--- src/rtl/source_text_tokenizer_core_macros.svh ---
// Assertion macros for the source text tokenizer.
// Uses the clk and rst_n ports of the module that includes this header.
`ifndef SOURCE_TEXT_TOKENIZER_CORE_MACROS_SVH
`define SOURCE_TEXT_TOKENIZER_CORE_MACROS_SVH

// Check a consequent in the same cycle as its antecedent.
`define STT_ASSERT_SAME(lbl, ante, cons) \
    lbl: assert property (@(posedge clk) disable iff (!rst_n) (ante) |-> (cons)) \
        else $error("tokenizer assertion failed");

// Check a consequent in the cycle after its antecedent.
`define STT_ASSERT_NEXT(lbl, ante, cons) \
    lbl: assert property (@(posedge clk) disable iff (!rst_n) (ante) |=> (cons)) \
        else $error("tokenizer assertion failed");

`endif

--- src/rtl/stt_pkg.sv ---
// Shared types and constants of the source text tokenizer.
// No dependencies; used by every module of the block.
`default_nettype none

package stt_pkg;

    localparam int VALUE_WIDTH  = 32;
    localparam int POS_WIDTH    = 32;
    localparam int PREFIX_WIDTH = 48;

    localparam int FQ_DEPTH = 4;
    localparam int FQ_PTR_W = $clog2(FQ_DEPTH);
    localparam int FQ_CNT_W = $clog2(FQ_DEPTH + 1);

    localparam int RQ_DEPTH = 4;
    localparam int RQ_PTR_W = $clog2(RQ_DEPTH);
    localparam int RQ_CNT_W = $clog2(RQ_DEPTH + 1);

    localparam logic [7:0] CH_NUL   = 8'h00;
    localparam logic [7:0] CH_NL    = 8'h0A;
    localparam logic [7:0] CH_BANG  = 8'h21;
    localparam logic [7:0] CH_SLASH = 8'h2F;
    localparam logic [7:0] CH_DIG0  = 8'h30;
    localparam logic [7:0] CH_LT    = 8'h3C;
    localparam logic [7:0] CH_EQ    = 8'h3D;
    localparam logic [7:0] CH_GT    = 8'h3E;

    typedef enum logic [4:0] {
        KIND_NUMBER  = 5'd0,
        KIND_IDENT   = 5'd1,
        KIND_FN      = 5'd2,
        KIND_LET     = 5'd3,
        KIND_IF      = 5'd4,
        KIND_WHILE   = 5'd5,
        KIND_RETURN  = 5'd6,
        KIND_EQ      = 5'd7,
        KIND_NE      = 5'd8,
        KIND_LE      = 5'd9,
        KIND_GE      = 5'd10,
        KIND_PLUS    = 5'd11,
        KIND_MINUS   = 5'd12,
        KIND_STAR    = 5'd13,
        KIND_SLASH   = 5'd14,
        KIND_PERCENT = 5'd15,
        KIND_ASSIGN  = 5'd16,
        KIND_LT      = 5'd17,
        KIND_GT      = 5'd18,
        KIND_LBRACE  = 5'd19,
        KIND_RBRACE  = 5'd20,
        KIND_LPAREN  = 5'd21,
        KIND_RPAREN  = 5'd22,
        KIND_COMMA   = 5'd23,
        KIND_SEMI    = 5'd24,
        KIND_END     = 5'd25,
        KIND_ERROR   = 5'd26
    } kind_t;

    typedef struct packed {
        logic [7:0] ch;
        logic       is_zero;
        logic       is_digit;
        logic       is_alpha;
        logic       is_space;
        logic       is_pend;
        logic       is_single;
        kind_t      single_kind;
    } cls_t;

    typedef struct packed {
        logic valid;
        cls_t cls;
    } fq_head_t;

    typedef struct packed {
        kind_t                  kind;
        logic [VALUE_WIDTH-1:0] value;
        logic [POS_WIDTH-1:0]   start;
        logic [POS_WIDTH-1:0]   length;
        logic                   last;
    } res_t;

    typedef struct packed {
        logic [1:0] cnt;
        res_t       first;
        res_t       second;
    } rq_push_t;

    typedef struct packed {
        logic                room;
        logic [RQ_CNT_W-1:0] count;
    } rq_status_t;

endpackage

`default_nettype wire

--- src/rtl/stt_front.sv ---
// Front part of the tokenizer: classifies each byte and queues it.
// Depends on stt_pkg.
`default_nettype none

module stt_front (
    input  wire logic            clk,
    input  wire logic            rst_n,
    input  wire logic [7:0]      text_byte,
    input  wire logic            push,
    output logic                 full,
    output stt_pkg::fq_head_t    head,
    input  wire logic            head_pop
);
    import stt_pkg::*;

    cls_t                cls;
    cls_t                mem_reg [FQ_DEPTH];
    logic [FQ_PTR_W-1:0] wr_ptr_reg;
    logic [FQ_PTR_W-1:0] rd_ptr_reg;
    logic [FQ_CNT_W-1:0] count_reg;
    logic                do_push;
    logic                do_pop;

    always_comb
    begin
        cls           = '0;
        cls.ch        = text_byte;
        cls.is_zero   = (text_byte == CH_NUL);
        cls.is_digit  = (text_byte >= 8'h30) && (text_byte <= 8'h39);
        cls.is_alpha  = ((text_byte >= 8'h61) && (text_byte <= 8'h7A))
                     || ((text_byte >= 8'h41) && (text_byte <= 8'h5A))
                     || (text_byte == 8'h5F);
        cls.is_space  = (text_byte == 8'h20)
                     || ((text_byte >= 8'h09) && (text_byte <= 8'h0D));
        cls.is_pend   = (text_byte == CH_EQ) || (text_byte == CH_BANG)
                     || (text_byte == CH_LT) || (text_byte == CH_GT)
                     || (text_byte == CH_SLASH);
        cls.is_single = 1'b1;
        cls.single_kind = KIND_ERROR;
        unique case (text_byte)
            8'h2B:    cls.single_kind = KIND_PLUS;
            8'h2D:    cls.single_kind = KIND_MINUS;
            8'h2A:    cls.single_kind = KIND_STAR;
            8'h25:    cls.single_kind = KIND_PERCENT;
            8'h7B:    cls.single_kind = KIND_LBRACE;
            8'h7D:    cls.single_kind = KIND_RBRACE;
            8'h28:    cls.single_kind = KIND_LPAREN;
            8'h29:    cls.single_kind = KIND_RPAREN;
            8'h2C:    cls.single_kind = KIND_COMMA;
            8'h3B:    cls.single_kind = KIND_SEMI;
            default:  cls.is_single = 1'b0;
        endcase
    end

    assign full       = (count_reg == FQ_CNT_W'(FQ_DEPTH));
    assign do_push    = push && !full;
    assign head.valid = (count_reg != '0);
    assign head.cls   = mem_reg[rd_ptr_reg];
    assign do_pop     = head_pop && head.valid;

    always_ff @(posedge clk)
    begin
        if (do_push)
        begin
            mem_reg[wr_ptr_reg] <= cls;
        end
    end

    always_ff @(posedge clk or negedge rst_n)
    begin
        if (!rst_n)
        begin
            wr_ptr_reg <= '0;
            rd_ptr_reg <= '0;
            count_reg  <= '0;
        end
        else
        begin
            if (do_push)
            begin
                wr_ptr_reg <= wr_ptr_reg + 1'b1;
            end
            if (do_pop)
            begin
                rd_ptr_reg <= rd_ptr_reg + 1'b1;
            end
            count_reg <= count_reg + FQ_CNT_W'(do_push) - FQ_CNT_W'(do_pop);
        end
    end

endmodule

`default_nettype wire

--- src/rtl/stt_back.sv ---
// Back part of the tokenizer: scan state, number and identifier tracking.
// Depends on stt_pkg; emits up to two results per byte.
`default_nettype none

module stt_back (
    input  wire logic                clk,
    input  wire logic                rst_n,
    input  wire stt_pkg::fq_head_t   head,
    output logic                     head_pop,
    input  wire stt_pkg::rq_status_t rq_status,
    output stt_pkg::rq_push_t        rq_push
);
    import stt_pkg::*;

    typedef enum logic [2:0] {
        MODE_IDLE,
        MODE_NUM,
        MODE_IDENT,
        MODE_SIGN,
        MODE_COMMENT
    } mode_t;

    localparam logic [PREFIX_WIDTH-1:0] KW_FN     = 48'h0000_0000_666E;
    localparam logic [PREFIX_WIDTH-1:0] KW_LET    = 48'h0000_006C_6574;
    localparam logic [PREFIX_WIDTH-1:0] KW_IF     = 48'h0000_0000_6966;
    localparam logic [PREFIX_WIDTH-1:0] KW_WHILE  = 48'h0077_6869_6C65;
    localparam logic [PREFIX_WIDTH-1:0] KW_RETURN = 48'h7265_7475_726E;

    function automatic kind_t ident_kind(input logic [POS_WIDTH-1:0] len,
                                         input logic [PREFIX_WIDTH-1:0] pfx);
        kind_t k;
        k = KIND_IDENT;
        if (len == POS_WIDTH'(2) && pfx == KW_FN)
            k = KIND_FN;
        if (len == POS_WIDTH'(3) && pfx == KW_LET)
            k = KIND_LET;
        if (len == POS_WIDTH'(2) && pfx == KW_IF)
            k = KIND_IF;
        if (len == POS_WIDTH'(5) && pfx == KW_WHILE)
            k = KIND_WHILE;
        if (len == POS_WIDTH'(6) && pfx == KW_RETURN)
            k = KIND_RETURN;
        return k;
    endfunction

    function automatic kind_t lone_kind(input logic [7:0] p);
        kind_t k;
        priority if (p == CH_EQ)
            k = KIND_ASSIGN;
        else if (p == CH_LT)
            k = KIND_LT;
        else if (p == CH_GT)
            k = KIND_GT;
        else
            k = KIND_SLASH;
        return k;
    endfunction

    mode_t                   mode_reg,   mode_next;
    logic [VALUE_WIDTH-1:0]  acc_reg,    acc_next;
    logic [POS_WIDTH-1:0]    pos_reg,    pos_next;
    logic [POS_WIDTH-1:0]    start_reg,  start_next;
    logic [PREFIX_WIDTH-1:0] prefix_reg, prefix_next;
    logic [7:0]              pend_reg,   pend_next;

    logic                    take;
    cls_t                    c;
    logic [POS_WIDTH-1:0]    len;
    logic [3:0]              digit;
    logic                    done;
    logic                    restart;
    logic                    a_v;
    logic                    b_v;
    res_t                    res_a;
    res_t                    res_b;

    assign take     = head.valid && rq_status.room;
    assign head_pop = take;
    assign c        = head.cls;
    assign len      = pos_reg - start_reg;
    assign digit    = c.ch[3:0];

    always_comb
    begin
        mode_next   = mode_reg;
        acc_next    = acc_reg;
        pos_next    = pos_reg;
        start_next  = start_reg;
        prefix_next = prefix_reg;
        pend_next   = pend_reg;
        done        = 1'b0;
        restart     = 1'b0;
        a_v         = 1'b0;
        b_v         = 1'b0;
        res_a       = '0;
        res_b       = '0;

        unique case (mode_reg)
            MODE_NUM:
            begin
                if (c.is_digit)
                begin
                    acc_next = (acc_reg << 3) + (acc_reg << 1) + VALUE_WIDTH'(digit);
                    done     = 1'b1;
                end
                else
                begin
                    a_v         = 1'b1;
                    res_a.kind  = KIND_NUMBER;
                    res_a.value = acc_reg;
                    res_a.start = start_reg;
                    mode_next   = MODE_IDLE;
                end
            end
            MODE_IDENT:
            begin
                if (c.is_alpha || c.is_digit)
                begin
                    if (len < POS_WIDTH'(6))
                    begin
                        prefix_next = {prefix_reg[PREFIX_WIDTH-9:0], c.ch};
                    end
                    done = 1'b1;
                end
                else
                begin
                    a_v          = 1'b1;
                    res_a.kind   = ident_kind(len, prefix_reg);
                    res_a.start  = start_reg;
                    res_a.length = len;
                    mode_next    = MODE_IDLE;
                end
            end
            MODE_SIGN:
            begin
                mode_next   = MODE_IDLE;
                res_a.start = start_reg;
                priority if (c.ch == CH_EQ && (pend_reg == CH_EQ || pend_reg == CH_BANG
                             || pend_reg == CH_LT || pend_reg == CH_GT))
                begin
                    a_v = 1'b1;
                    priority if (pend_reg == CH_EQ)
                        res_a.kind = KIND_EQ;
                    else if (pend_reg == CH_BANG)
                        res_a.kind = KIND_NE;
                    else if (pend_reg == CH_LT)
                        res_a.kind = KIND_LE;
                    else
                        res_a.kind = KIND_GE;
                    done = 1'b1;
                end
                else if (pend_reg == CH_SLASH && c.ch == CH_SLASH)
                begin
                    mode_next = MODE_COMMENT;
                    done      = 1'b1;
                end
                else if (pend_reg == CH_BANG)
                begin
                    a_v        = 1'b1;
                    res_a.kind = KIND_ERROR;
                    done       = 1'b1;
                    restart    = 1'b1;
                end
                else
                begin
                    a_v        = 1'b1;
                    res_a.kind = lone_kind(pend_reg);
                end
            end
            MODE_COMMENT:
            begin
                if (c.ch == CH_NL)
                begin
                    mode_next = MODE_IDLE;
                end
                done = !c.is_zero;
            end
            default:
            begin
                mode_next = MODE_IDLE;
            end
        endcase

        res_b.start = pos_reg;
        if (!done)
        begin
            priority if (c.is_zero)
            begin
                b_v        = 1'b1;
                res_b.kind = KIND_END;
                restart    = 1'b1;
            end
            else if (c.is_space)
            begin
                mode_next = MODE_IDLE;
            end
            else if (c.is_digit)
            begin
                mode_next  = MODE_NUM;
                acc_next   = VALUE_WIDTH'(digit);
                start_next = pos_reg;
            end
            else if (c.is_alpha)
            begin
                mode_next   = MODE_IDENT;
                prefix_next = PREFIX_WIDTH'(c.ch);
                start_next  = pos_reg;
            end
            else if (c.is_pend)
            begin
                mode_next  = MODE_SIGN;
                pend_next  = c.ch;
                start_next = pos_reg;
            end
            else if (c.is_single)
            begin
                b_v        = 1'b1;
                res_b.kind = c.single_kind;
            end
            else
            begin
                b_v        = 1'b1;
                res_b.kind = KIND_ERROR;
                restart    = 1'b1;
            end
        end

        if (restart)
        begin
            mode_next   = MODE_IDLE;
            acc_next    = '0;
            pos_next    = '0;
            start_next  = '0;
            prefix_next = '0;
            pend_next   = '0;
        end
        else
        begin
            pos_next = pos_reg + 1'b1;
        end

        res_a.last = !b_v;
        res_b.last = 1'b1;
        rq_push    = '0;
        if (a_v)
        begin
            rq_push.first  = res_a;
            rq_push.second = res_b;
            rq_push.cnt    = b_v ? 2'd2 : 2'd1;
        end
        else
        begin
            rq_push.first = res_b;
            rq_push.cnt   = b_v ? 2'd1 : 2'd0;
        end
        if (!take)
        begin
            rq_push.cnt = 2'd0;
        end
    end

    always_ff @(posedge clk or negedge rst_n)
    begin
        if (!rst_n)
        begin
            mode_reg   <= MODE_IDLE;
            acc_reg    <= '0;
            pos_reg    <= '0;
            start_reg  <= '0;
            prefix_reg <= '0;
            pend_reg   <= '0;
        end
        else if (take)
        begin
            mode_reg   <= mode_next;
            acc_reg    <= acc_next;
            pos_reg    <= pos_next;
            start_reg  <= start_next;
            prefix_reg <= prefix_next;
            pend_reg   <= pend_next;
        end
    end

endmodule

`default_nettype wire

--- src/rtl/stt_result_queue.sv ---
// Result queue of the tokenizer: takes up to two results a cycle, gives one.
// Depends on stt_pkg.
`default_nettype none

module stt_result_queue (
    input  wire logic             clk,
    input  wire logic             rst_n,
    input  wire stt_pkg::rq_push_t rq_push,
    output stt_pkg::rq_status_t   rq_status,
    output stt_pkg::res_t         head,
    output logic                  empty,
    input  wire logic             pop
);
    import stt_pkg::*;

    res_t                mem_reg [RQ_DEPTH];
    logic [RQ_PTR_W-1:0] wr_ptr_reg;
    logic [RQ_PTR_W-1:0] rd_ptr_reg;
    logic [RQ_CNT_W-1:0] count_reg;
    logic [RQ_PTR_W-1:0] wr_ptr_second;
    logic                do_pop;

    assign empty           = (count_reg == '0);
    assign head            = mem_reg[rd_ptr_reg];
    assign do_pop          = pop && !empty;
    assign wr_ptr_second   = wr_ptr_reg + 1'b1;
    assign rq_status.count = count_reg;
    assign rq_status.room  = (count_reg <= RQ_CNT_W'(RQ_DEPTH - 2));

    always_ff @(posedge clk)
    begin
        if (rq_push.cnt != 2'd0)
        begin
            mem_reg[wr_ptr_reg] <= rq_push.first;
        end
        if (rq_push.cnt == 2'd2)
        begin
            mem_reg[wr_ptr_second] <= rq_push.second;
        end
    end

    always_ff @(posedge clk or negedge rst_n)
    begin
        if (!rst_n)
        begin
            wr_ptr_reg <= '0;
            rd_ptr_reg <= '0;
            count_reg  <= '0;
        end
        else
        begin
            wr_ptr_reg <= wr_ptr_reg + RQ_PTR_W'(rq_push.cnt);
            if (do_pop)
            begin
                rd_ptr_reg <= rd_ptr_reg + 1'b1;
            end
            count_reg <= count_reg + RQ_CNT_W'(rq_push.cnt) - RQ_CNT_W'(do_pop);
        end
    end

endmodule

`default_nettype wire

--- src/rtl/source_text_tokenizer_core.sv ---
// Source text tokenizer: top level joining front, back and result queue.
// Depends on stt_pkg, stt_front, stt_back, stt_result_queue and the macro header.
//
// Usage:
//   Input channel: drive text_byte and raise push; a byte transfers at a rising
//   edge with push high and full low. A zero byte ends the text and yields the
//   end token; after end or an error the position restarts at zero.
//   Result channel: while empty is low, token_kind, number_value,
//   start_position, token_length and last_of_run show the oldest result; it
//   transfers at a rising edge with pop high. last_of_run marks the final
//   result a byte causes (a byte causes zero, one or two results).
// Throughput: one byte per cycle while the result queue has room, set by the
//   scan register update in the back part; two results of a byte take two pops.
// Path: a result caused by a transferred byte passes the front queue entry, then
//   the scan and write to the result queue, before it can be popped.
// Stall: while pop stays low the result queue (4 entries) fills, the scanner
//   stops once fewer than two entries are free, then the 4-entry byte queue
//   fills and full rises. Nothing is dropped.
// Reset: rst_n clears both queues and the scan state; position starts at zero.
`default_nettype none

`include "source_text_tokenizer_core_macros.svh"

module source_text_tokenizer_core (
    input  wire logic                             clk,
    input  wire logic                             rst_n,
    input  wire logic [7:0]                       text_byte,
    input  wire logic                             push,
    output logic                                  full,
    output logic [4:0]                            token_kind,
    output logic [stt_pkg::VALUE_WIDTH-1:0]       number_value,
    output logic [stt_pkg::POS_WIDTH-1:0]         start_position,
    output logic [stt_pkg::POS_WIDTH-1:0]         token_length,
    output logic                                  last_of_run,
    output logic                                  empty,
    input  wire logic                             pop
);
    import stt_pkg::*;

    fq_head_t   fq_head;
    logic       fq_pop;
    rq_push_t   rq_push;
    rq_status_t rq_status;
    res_t       rq_head;
    logic       is_word_kind;

    stt_front u_front (
        .clk       (clk),
        .rst_n     (rst_n),
        .text_byte (text_byte),
        .push      (push),
        .full      (full),
        .head      (fq_head),
        .head_pop  (fq_pop)
    );

    stt_back u_back (
        .clk       (clk),
        .rst_n     (rst_n),
        .head      (fq_head),
        .head_pop  (fq_pop),
        .rq_status (rq_status),
        .rq_push   (rq_push)
    );

    stt_result_queue u_result_queue (
        .clk       (clk),
        .rst_n     (rst_n),
        .rq_push   (rq_push),
        .rq_status (rq_status),
        .head      (rq_head),
        .empty     (empty),
        .pop       (pop)
    );

    assign token_kind     = rq_head.kind;
    assign number_value   = rq_head.value;
    assign start_position = rq_head.start;
    assign token_length   = rq_head.length;
    assign last_of_run    = rq_head.last;

    assign is_word_kind   = (token_kind == KIND_IDENT) || (token_kind == KIND_FN)
                         || (token_kind == KIND_LET) || (token_kind == KIND_IF)
                         || (token_kind == KIND_WHILE) || (token_kind == KIND_RETURN);

    `STT_ASSERT_SAME(a_rq_no_overflow, 1'b1, rq_status.count <= RQ_CNT_W'(RQ_DEPTH))
    `STT_ASSERT_SAME(a_value_only_number, !empty && token_kind != KIND_NUMBER, number_value == '0)
    `STT_ASSERT_SAME(a_length_only_ident, !empty && token_length != '0, is_word_kind)
    `STT_ASSERT_NEXT(a_pop_needs_room, fq_pop, $past(rq_status.room))

endmodule

`default_nettype wire

--- config.mk ---
export PLATFORM = sky130hd
export DESIGN_NAME = source_text_tokenizer_core
export DESIGN_NICKNAME = d
export VERILOG_FILES = /design/src/rtl/stt_pkg.sv /design/src/rtl/stt_front.sv /design/src/rtl/stt_back.sv /design/src/rtl/stt_result_queue.sv /design/src/rtl/source_text_tokenizer_core.sv
export VERILOG_INCLUDE_DIRS = /design/src /design/src/rtl
export SDC_FILE = /design/constraint.sdc
export NUM_CORES = 1
export LEC_CHECK = 0
export BUFFER_PORTS_ARGS = -buffer_cell sky130_fd_sc_hd__buf_2
export CELL_PAD_IN_SITES_DETAIL_PLACEMENT = 1
export CELL_PAD_IN_SITES_GLOBAL_PLACEMENT = 2
export CORE_MARGIN = 5
export CORE_UTILIZATION = 30
export DETAILED_ROUTE_END_ITERATION = 8
export GPL_ROUTABILITY_DRIVEN = 1
export PLACE_DENSITY = 0.55
export SKIP_CTS_REPAIR_TIMING = 1
export SLEW_MARGIN = 5
export SYNTH_ARGS = -nofsm -noshare
export SYNTH_HDL_FRONTEND = slang
export SYNTH_HIERARCHICAL = 1
export SYNTH_SLANG_ARGS = --single-unit
--- constraint.sdc ---
create_clock -name clk -period 27.7 [get_ports clk]
set_clock_uncertainty 0.15 [all_clocks]
set_input_delay 1.385 -clock clk [delete_from_list [all_inputs] [get_ports clk]]
set_output_delay 1.385 -clock clk [all_outputs]
set_load 0.05 [all_outputs]
==> results.py <==
metrics = {
    "outcome": {
        "run_status": "finished clean",
    },
    "drt": {
        "via_per_inst": 5.17,
        "drc": 0,
        "vias": 23869,
        "drt_wl_total_um": 111000,
        "drtIter0Drc": 1321,
        "routedWlPerCell_um": 24.1,
        "antenna_left": 0,
        "drt_first_pass_iters": 4,
    },
    "yosys": {
        "synth-seq-cells": 653,
        "synth_edf_count": 484,
        "synth.distinct_cells": 96,
        "synthFlopType": "edfxtp_1",
        "async_flop_share_pct": 25.9,
        "yosysTopAreaCell": "edfxtp_1",
        "synth.yosys.seq_area_share_pct": 50.3,
        "netlist.area_leader.share_pct": 38.9,
        "synth_top_cells_by_area": "edfxtp_1 (39%), dfrtp_1 (11%), mux4_2 (7.3%)",
        "netlist_instances": 2828,
        "syn_avg_cell_area_um2": 13.2,
        "synth_warnings": 6,
        "netlist_area_um2": 37300,
    },
    "power_and_ir_drop": {
        "p_int_mw": 2.53,
        "p_leak_nw": 16.4,
        "power_mw": 4.48,
        "ir_worst_vdd_mv": 0.0820,
        "comb_power_share_pct": 43.0,
        "p_per_area_nw_per_um2": 107,
        "seqPwrFrac_pct": 31.8,
        "swShare_pct": 43.6,
        "pwr-share-clk_pct": 25.2,
        "p_sw_mw": 1.95,
    },
    "cts": {
        "cts.sinks": 653,
        "cts_root_buf": "clkbuf_16",
        "cts_buffers": 84,
        "clockBufferDepth": 3,
        "cts_tree": "built",
        "htree_num_levels": 3,
        "clk_pin_slew_ns": 0.06,
        "clk_latency_ns": 0.66,
    },
    "place": {
        "gp_congestion": 0.779,
        "port_buffers": 115,
        "hpwl_um": 73900,
    },
    "sta": {
        "timing.fmax_mhz": 133,
        "slew_viol_final": 0,
        "setup_tns_ns": 0,
        "slew_headroom_pct": 21.9,
        "min_period_over_period_pct": 27.1,
        "rsz0062_at_grt": "no",
        "worst_slew_pin_slew_ns": 1.17,
        "final_hold_viol_count": 0,
        "setup_viol": 0,
        "fin_crit_ns": 7.50,
    },
    "worst_setup_path": {
        "critPathArrivalTime_ns": 7.74,
        "cp.required_ns": 27.94,
        "setup.worst_path.end_class": "flip-flop",
        "path_max_fanout": 74,
        "path_class": "flip-flop to flip-flop",
        "worst_setup_path_start_kind": "flip-flop",
    },
    "cells_and_area": {
        "fin_util_pct": 34.0,
        "drive_gt1_share_pct": 26.1,
        "nets": 3026,
        "fillerInstances": 13177,
        "layout_commonest_cell": "edfxtp_1",
        "syn2layout_area_growth_pct": 12.5,
        "layout_common_cells": "edfxtp_1 (484), mux2_2 (180), nand2_1 (174), dfrtp_1 (167), mux2_4 (149)",
        "largest_reg_flops": 408,
    },
    "die": {
        "die_h_um": 363,
        "core_area_um2": 124000,
        "initial_core_util_pct": 30.2,
        "rows": 129,
        "io_pins": 116,
        "die_area_um2": 132000,
        "die_x_um": 363,
    },
    "global_routing": {
        "grt_pass1_wl_um": 169000,
        "grt_usage_pct": 16.6,
        "grt_antenna_before_repair": 6,
        "grt_max_degree": 75,
        "gr-total-overflow": 0,
        "first_global_vias": 26259,
    },
    "min_path": {
        "hp-class": "flip-flop to flip-flop",
    },
    "run": {
        "drv_cap": 0,
    },
}
==> through the flow <==
stage	hold WS (ns)	area [um^2]	setup slack, ns	std cells
6_report	0.387	42000	20.20	4616
5_1_grt	0.414	42000	19.78	4614
4_1_cts	0.388	42000	20.07	4614
3_5_place_dp	0.376	39100	20.12	4459
3_3_place_gp	0.357	39100	20.13	4459
2_1_floorplan	0.339	37600	15.87	2891
==> synth_stat cells, types with 69 or more instances <==
master and instances:
nor2_1 116, buf_4 82, nand3_1 118, a21oi_1 69, dfrtp_1 169, mux2_4 149, inv_1 79, mux2_2 180
edfxtp_1 484, ha_1 101, mux4_2 121, and2_1 77, mux2_1 80, nand2_1 176, o21ai_0 112
==> power by group through the flow <==
stage | Combinational (mW) | Clock, mW | Sequential, mW
floorplan | 1.36 | 0 | 1.41
global placement | 1.95 | 0 | 1.43
detailed placement | 1.97 | 0 | 1.45
CTS | 1.98 | 1.17 | 1.43
global route | 2.06 | 1.21 | 1.45
finish | 1.93 | 1.13 | 1.42
==> logic make-up (layout without fill, tap and decap cells) <==
group | after synthesis | after routing | synth area share, %
buf+inv | 308 | 394 | 4.78
compound gates | 448 | 448 | 8.45
mux | 535 | 535 | 21.3
other cells | 1 | 66 | 0.0100
flops | 653 | 653 | 50.3
xor+xnor | 83 | 83 | 1.95
simple gates | 694 | 694 | 9.60
fa+ha+maj | 106 | 106 | 3.65
==> layout make-up <==
class	count	area, um^2	share of cell area, %
inverters	81	304	0.724
well taps	1637	2050	4.88
multi-input cells	1930	17100	40.7
clock buffers	108	2270	5.41
diodes	2	5.00	0.0119
repair buffers	158	905	2.15
clock inverters	47	581	1.38
flip-flops and latches	653	18800	44.7
==> path summary, 6_finish.rpt <==
check,slack (ns),to,cells past startpoint,startpoint
max in group asynchronous,25.49,u_result_queue/rd_ptr_reg[0],2,rst_n
worst max-delay path,20.20,u_result_queue/mem_reg[0][49],16,u_front/rd_ptr_reg[0]
worst max register to register,20.20,u_result_queue/mem_reg[0][49],16,u_front/rd_ptr_reg[0]
worst min register to register,0.39,u_back/acc_reg[29],1,u_back/acc_reg[29]
min in group asynchronous,0.48,u_result_queue/rd_ptr_reg[1],1,rst_n
worst min-delay path,0.39,u_back/acc_reg[29],1,u_back/acc_reg[29]
==> per-layer routing <==
metal / routed length, um / track usage, %
met3: 3750 / 2.37
met4: 2490 / 4.45
met5: 0 / 0
met2: 52500 / 27.7
met1: 52300 / 22.8
==> worst max-delay path, stage by stage, from the launching register on <==
cell	delay [ns]
dfrtp_1	0.32
buf_4	0.36
mux4_2	0.61
nor3b_1	0.42
nand2_1	0.09
or4_1	0.69
and2_1	0.28
nor3b_2	0.19
buf_4	0.47
inv_2	0.05
buf_4	0.38
ha_1	0.41
and3_1	0.37
nand4b_1	0.24
buf_4	0.67
buf_4	0.93
mux2_2	0.42
Note: power is estimated with default switching activity, not from simulation.
